$ cat src/rtl/kbb_pkg.sv
// Shared constants, datapath opcodes and controller/datapath interface types.
package kbb_pkg;

    localparam int MAX_ITEMS = 32;
    localparam int IDX_W     = 5;   // entry index into the item store
    localparam int CNT_W     = 6;   // item count / search level, holds MAX_ITEMS
    localparam int WGT_W     = 16;
    localparam int VAL_W     = 16;
    localparam int CAP_W     = 24;
    localparam int RP_W      = 22;  // running / best profit
    localparam int BND_W     = 42;  // bound accumulator
    localparam int PRD_W     = 40;  // room * value
    localparam int REM_W     = 17;  // divider partial remainder
    localparam int NODE_W    = 32;
    localparam int MASK_W    = 32;
    localparam int PROF_W    = 21;

    typedef logic [3:0] t_op;

    localparam t_op OP_NONE   = 4'd0;
    localparam t_op OP_LATCH  = 4'd1;
    localparam t_op OP_SCAN   = 4'd2;
    localparam t_op OP_INSERT = 4'd3;
    localparam t_op OP_SINIT  = 4'd4;
    localparam t_op OP_NODE   = 4'd5;
    localparam t_op OP_BINIT  = 4'd6;
    localparam t_op OP_BSTEP  = 4'd7;
    localparam t_op OP_MUL    = 4'd8;
    localparam t_op OP_DIV    = 4'd9;
    localparam t_op OP_QADD   = 4'd10;
    localparam t_op OP_EXCL   = 4'd11;
    localparam t_op OP_POP    = 4'd12;
    localparam t_op OP_UNDO   = 4'd13;
    localparam t_op OP_FINISH = 4'd14;

    typedef logic [1:0] t_phase;

    localparam t_phase PH_ENTER = 2'd0;
    localparam t_phase PH_EXCL  = 2'd1;
    localparam t_phase PH_DONE  = 2'd2;

    typedef struct packed {
        t_op  op;
        logic rd_bidx;   // store read port follows the scan/bound index, else the level
    } t_cmd;

    typedef struct packed {
        logic   full;
        logic   last;
        logic   scan_stop;
        logic   lvl_zero;
        logic   bnd_end;
        logic   bnd_fits;
        logic   div_done;
        t_phase phase;
    } t_sts;

endpackage

$ cat src/rtl/kbb_ctrl.sv
// Sequencer for load, insertion sort and branch-and-bound search.
module kbb_ctrl import kbb_pkg::*; (
    input  logic i_clk,
    input  logic i_rst_n,
    input  logic start,
    output logic busy,
    input  t_sts i_sts,
    output t_cmd o_cmd
);

    localparam logic [3:0] S_IDLE = 4'd0;
    localparam logic [3:0] S_SCAN = 4'd1;
    localparam logic [3:0] S_INS  = 4'd2;
    localparam logic [3:0] S_INIT = 4'd3;
    localparam logic [3:0] S_NODE = 4'd4;
    localparam logic [3:0] S_UNDO = 4'd5;
    localparam logic [3:0] S_BND  = 4'd6;
    localparam logic [3:0] S_DIV  = 4'd7;
    localparam logic [3:0] S_QADD = 4'd8;
    localparam logic [3:0] S_EXCL = 4'd9;
    localparam logic [3:0] S_FIN  = 4'd10;

    logic [3:0] r_state;
    logic [3:0] n_state;

    assign busy = (r_state != S_IDLE);

    always_comb begin
        n_state       = r_state;
        o_cmd.op      = OP_NONE;
        o_cmd.rd_bidx = 1'b0;
        unique case (r_state)
            S_IDLE: begin
                if (start) begin
                    o_cmd.op = OP_LATCH;
                    n_state  = S_SCAN;
                end
            end
            S_SCAN: begin
                o_cmd.rd_bidx = 1'b1;
                if (i_sts.full) begin
                    n_state = i_sts.last ? S_INIT : S_IDLE;
                end else if (i_sts.scan_stop) begin
                    n_state = S_INS;
                end else begin
                    o_cmd.op = OP_SCAN;
                end
            end
            S_INS: begin
                o_cmd.op = OP_INSERT;
                n_state  = i_sts.last ? S_INIT : S_IDLE;
            end
            S_INIT: begin
                o_cmd.op = OP_SINIT;
                n_state  = S_NODE;
            end
            S_NODE: begin
                if (i_sts.phase == PH_ENTER) begin
                    o_cmd.op = OP_NODE;
                end else if (i_sts.phase == PH_EXCL) begin
                    o_cmd.op = OP_BINIT;
                    n_state  = S_BND;
                end else if (i_sts.lvl_zero) begin
                    n_state = S_FIN;
                end else begin
                    o_cmd.op = OP_POP;
                    n_state  = S_UNDO;
                end
            end
            S_UNDO: begin
                o_cmd.op = OP_UNDO;
                n_state  = S_NODE;
            end
            S_BND: begin
                o_cmd.rd_bidx = 1'b1;
                if (i_sts.bnd_end) begin
                    o_cmd.op = OP_EXCL;
                    n_state  = S_NODE;
                end else if (i_sts.bnd_fits) begin
                    o_cmd.op = OP_BSTEP;
                end else begin
                    o_cmd.op = OP_MUL;
                    n_state  = S_DIV;
                end
            end
            S_DIV: begin
                o_cmd.op = OP_DIV;
                if (i_sts.div_done) begin
                    n_state = S_QADD;
                end
            end
            S_QADD: begin
                o_cmd.op = OP_QADD;
                n_state  = S_EXCL;
            end
            S_EXCL: begin
                o_cmd.op = OP_EXCL;
                n_state  = S_NODE;
            end
            S_FIN: begin
                o_cmd.op = OP_FINISH;
                n_state  = S_IDLE;
            end
            default: begin
                n_state = S_IDLE;
            end
        endcase
    end

    always_ff @(posedge i_clk) begin
        if (!i_rst_n) begin
            r_state <= S_IDLE;
        end else begin
            r_state <= n_state;
        end
    end

endmodule

$ cat config.mk
export PLATFORM = sky130hd
export DESIGN_NAME = kbb_ctrl
export DESIGN_NICKNAME = d
export VERILOG_FILES = /design/src/rtl/kbb_pkg.sv /design/src/rtl/kbb_ctrl.sv
export SDC_FILE = /design/constraint.sdc
export NUM_CORES = 1
export LEC_CHECK = 0
export BUFFER_PORTS_ARGS = -buffer_cell sky130_fd_sc_hd__buf_2
export CAP_MARGIN = 20
export CORE_MARGIN = 10
export CORE_UTILIZATION = 25
export CTS_CLUSTER_SIZE = 12
export DETAILED_ROUTE_END_ITERATION = 12
export PLACE_DENSITY = 0.42
export SKIP_LAST_GASP = 1
export SYNTH_ARGS = -nofsm -noshare
export SYNTH_HDL_FRONTEND = slang
export SYNTH_SLANG_ARGS = --single-unit
export TNS_END_PERCENT = 1
$ cat constraint.sdc
create_clock -name i_clk -period 2.2 [get_ports i_clk]
set_clock_uncertainty 0.05 [all_clocks]
set_input_delay 0.22 -clock i_clk [delete_from_list [all_inputs] [get_ports i_clk]]
set_output_delay 0.22 -clock i_clk [all_outputs]
set_load 0.02 [all_outputs]
==> flow_metrics.py <==
metrics = {
    "synthesis": {
        "synth_area_um2": 591,
        "ys.flop_type": "dfxtp_1",
        "synth_xor_area_share_pct": 1.48,
        "yosys-top-cells-count": "nand2b_1, nor2_1, nor2b_1",
        "yosysWarnings": 0,
        "synth-compound-area-share_pct": 32.2,
        "synthCells": 83,
        "ys_seq_area_share_pct": 13.6,
        "syn_area_per_cell_um2": 7.12,
        "synthMuxAreaShare_pct": 3.39,
        "synth_cell_type_count": 39,
        "synthSimpleGateAreaFrac_pct": 41.5,
        "netlist.area_leader.share_pct": 13.6,
        "syn_nets": 95,
        "synth_seq_cells": 4,
        "yosysMostFrequentCell": "nand2b_1",
        "synth_top_family_by_area": "simple AND/OR/NAND/NOR gates",
        "synth_adder_area_share_pct": 0,
        "async_reset_ff_share_pct": 0,
        "synthTopCellsByArea": "dfxtp_1, nand2b_1, nor2b_1",
        "synth_top_area_cell": "dfxtp_1",
        "synth_edf_count": 0,
    },
    "sta": {
        "rsz0062_at_grt": "no",
        "post-route-period-util_pct": 94.8,
        "tns_ns": 0,
        "fin_crit_ns": 2.09,
        "final-max-slew-violation-count": 0,
        "slew_headroom_pct": 61.4,
        "whs_ns": 0.237,
        "tightest_slew_ns": 0.579,
        "hold_viol_final": 0,
        "timing.fmax_mhz": 479,
        "setup_ws_ns": 0.114,
        "finalSetupViolCount": 0,
    },
    "setup_path": {
        "r2r-start": "r_state[2]",
        "start_kind": "flip-flop",
        "path_max_fanout": 16,
        "path_class": "flip-flop to primary output",
        "endpoint_kind": "primary output",
        "crit_slowest_cell": "dfxtp_1",
        "required_ns": 1.93,
        "reg2reg_slack_ns": 0.51,
        "crit_path_cell_trace": "nand2b_1, nor3_1, a21oi_1, o221ai_1, buf_2",
        "rr_worst_depth": 4,
        "reg2reg_to": "r_state[2]",
        "cp_slowest_stage_delay_ns": 0.68,
        "crit_arrival_ns": 1.82,
    },
    "finish": {
        "largest_reg_flops": 4,
        "area.sequential_um2": 81.3,
        "instances_no_fill": 128,
        "diodes": 0,
        "reg_top3": "r_state: 4 flops",
        "area_growth_pct": 22.2,
        "largest-register": "r_state",
        "drive_above_1_share_pct": 27.0,
        "fin_nets": 114,
        "multi_input_area_um2": 464,
        "n_fill_cell": 255,
    },
    "power": {
        "p_leak_uw": 0.000289,
        "peakVddDrop_v": 0.000405,
        "total_power_uw": 572,
        "power_density_nw_per_um2": 792,
    },
    "die": {
        "row_count": 17,
        "die_w_um": 68.6,
        "die_area_um2": 4710,
        "start_util_pct": 26.4,
        "coreArea_um2": 2230,
        "io_pins": 18,
        "die_y_um": 68.6,
    },
    "drt": {
        "drcViolationCount": 0,
        "drtAntennaViolNets": 0,
        "num_vias": 704,
        "drt_iter0_drc": 47,
        "routed_wl_mm": 1.94,
        "viasPerCell": 5.50,
        "routedWlPerCell_um": 15.2,
        "dr.pass1.iters": 4,
    },
    "place": {
        "dp_hpwl_mm": 1.50,
        "preCtsSetupSlack_ns": 0.385,
        "io_buffers": 17,
        "dp_cells": 125,
        "gp_congestion": 0.831,
    },
    "clocking": {
        "cts_max_path_buffers": 2,
        "root_buffer": "clkbuf_4",
        "insertion_delay_ns": 0.24,
        "clkTransAtPathRegs_ns": 0.04,
        "cts_tree": "done",
        "htreeDepth": 1,
        "cts-buffers-inserted": 3,
        "clock-sinks": 4,
    },
    "grt": {
        "track_usage_pct": 8.43,
        "grt_max_degree": 23,
        "grt_pass1_vias": 631,
        "grt_first_pass_wirelength_mm": 3.02,
        "grt_use_met3_pct": 3.06,
        "grt_util_met1_pct": 11.0,
        "use_met2_pct": 12.0,
        "overflow": 0,
        "top_usage_layer": "met2",
        "grt_antenna_before_repair": 0,
    },
    "hold_path": {
        "hp-start": "i_rst_n",
        "hold_class": "input port to flip-flop",
        "min_to": "r_state[3]",
        "hold_depth": 3,
    },
    "flow_run": {
        "maxCapViolCount": 0,
    },
    "status": {
        "status": "complete, no violations",
    },
}
[metrics by stage]
| stage | instance area (um2) | util [%] |
|---|---|---|
| global route | 722 | 32.3 |
| global placement | 698 | 31.3 |
| detailed placement | 698 | 31.3 |
| CTS | 721 | 32.3 |
| floorplan | 591 | - |
| finish | 722 | 32.3 |
[cell type report]
type / instances / area share [%]
multi-input combinational: 70 / 64.3
timing repair buffer: 20 / 14.9
sequential: 4 / 11.3
tap: 28 / 4.85
clock buffer: 3 / 3.12
inverter: 3 / 1.56
[worst max-delay path, delay by kind of cell (launching register included)]
family	cells	cell delay (ns)
compound gates	2	0.27
simple gates	2	0.43
buf+inv	1	0.20
flops	1	0.68
[timing repair]
action | 4_1_cts | 5_1_grt
gates resized for setup | 0 | 1
setup buffers | 0 | 0
hold buffers | 0 | 0
setup endpoints to repair | 0 | 2
[power by group]
group / switching (uW) / total [uW] / internal, uW
combinational: 182 / 343 / 162
clock: 31.2 / 92.3 / 61.1
sequential: 49.2 / 136 / 86.8
total: 262 / 572 / 310
[how the worst max path moves through the flow]
stage | slack, ns | from | depth (start not counted) | to
2_1_floorplan | 0.59 | r_state[0] | 4 | o_cmd[4]
3_3_place_gp | 0.39 | r_state[2] | 5 | o_cmd[1]
3_5_place_dp | 0.38 | r_state[2] | 5 | o_cmd[2]
4_1_cts | 0.12 | r_state[1] | 5 | o_cmd[2]
5_1_grt | 0.03 | r_state[2] | 5 | o_cmd[2]
6_report | 0.11 | r_state[2] | 5 | o_cmd[2]
[placed cells by master (no fill, tap or decap), drive strengths merged, types with 3 or more instances in the layout]
cell / instances
a21oi: 4
buf: 20
clkbuf: 3
dfxtp: 4
inv: 3
nand2: 4
nand2b: 7
nand3: 5
nor2: 6
nor2b: 5
o21ai: 3
o31ai: 3
[cells by family (layout without fill, tap and decap cells)]
logic type	after synthesis	count (layout)
AND/OR/NAND/NOR	41	41
AO/OA/AOI/OAI	26	26
buffers and inverters	9	26
flip-flops	4	4
multiplexers	2	2
XOR/XNOR	1	1
[per-layer routing]
layer	share of wire, %	wire [um]
met5	0	0
met4	0.87	17
met3	7.1	137
met2	46	897
met1	46	891
(Power assumes the default switching activity.)
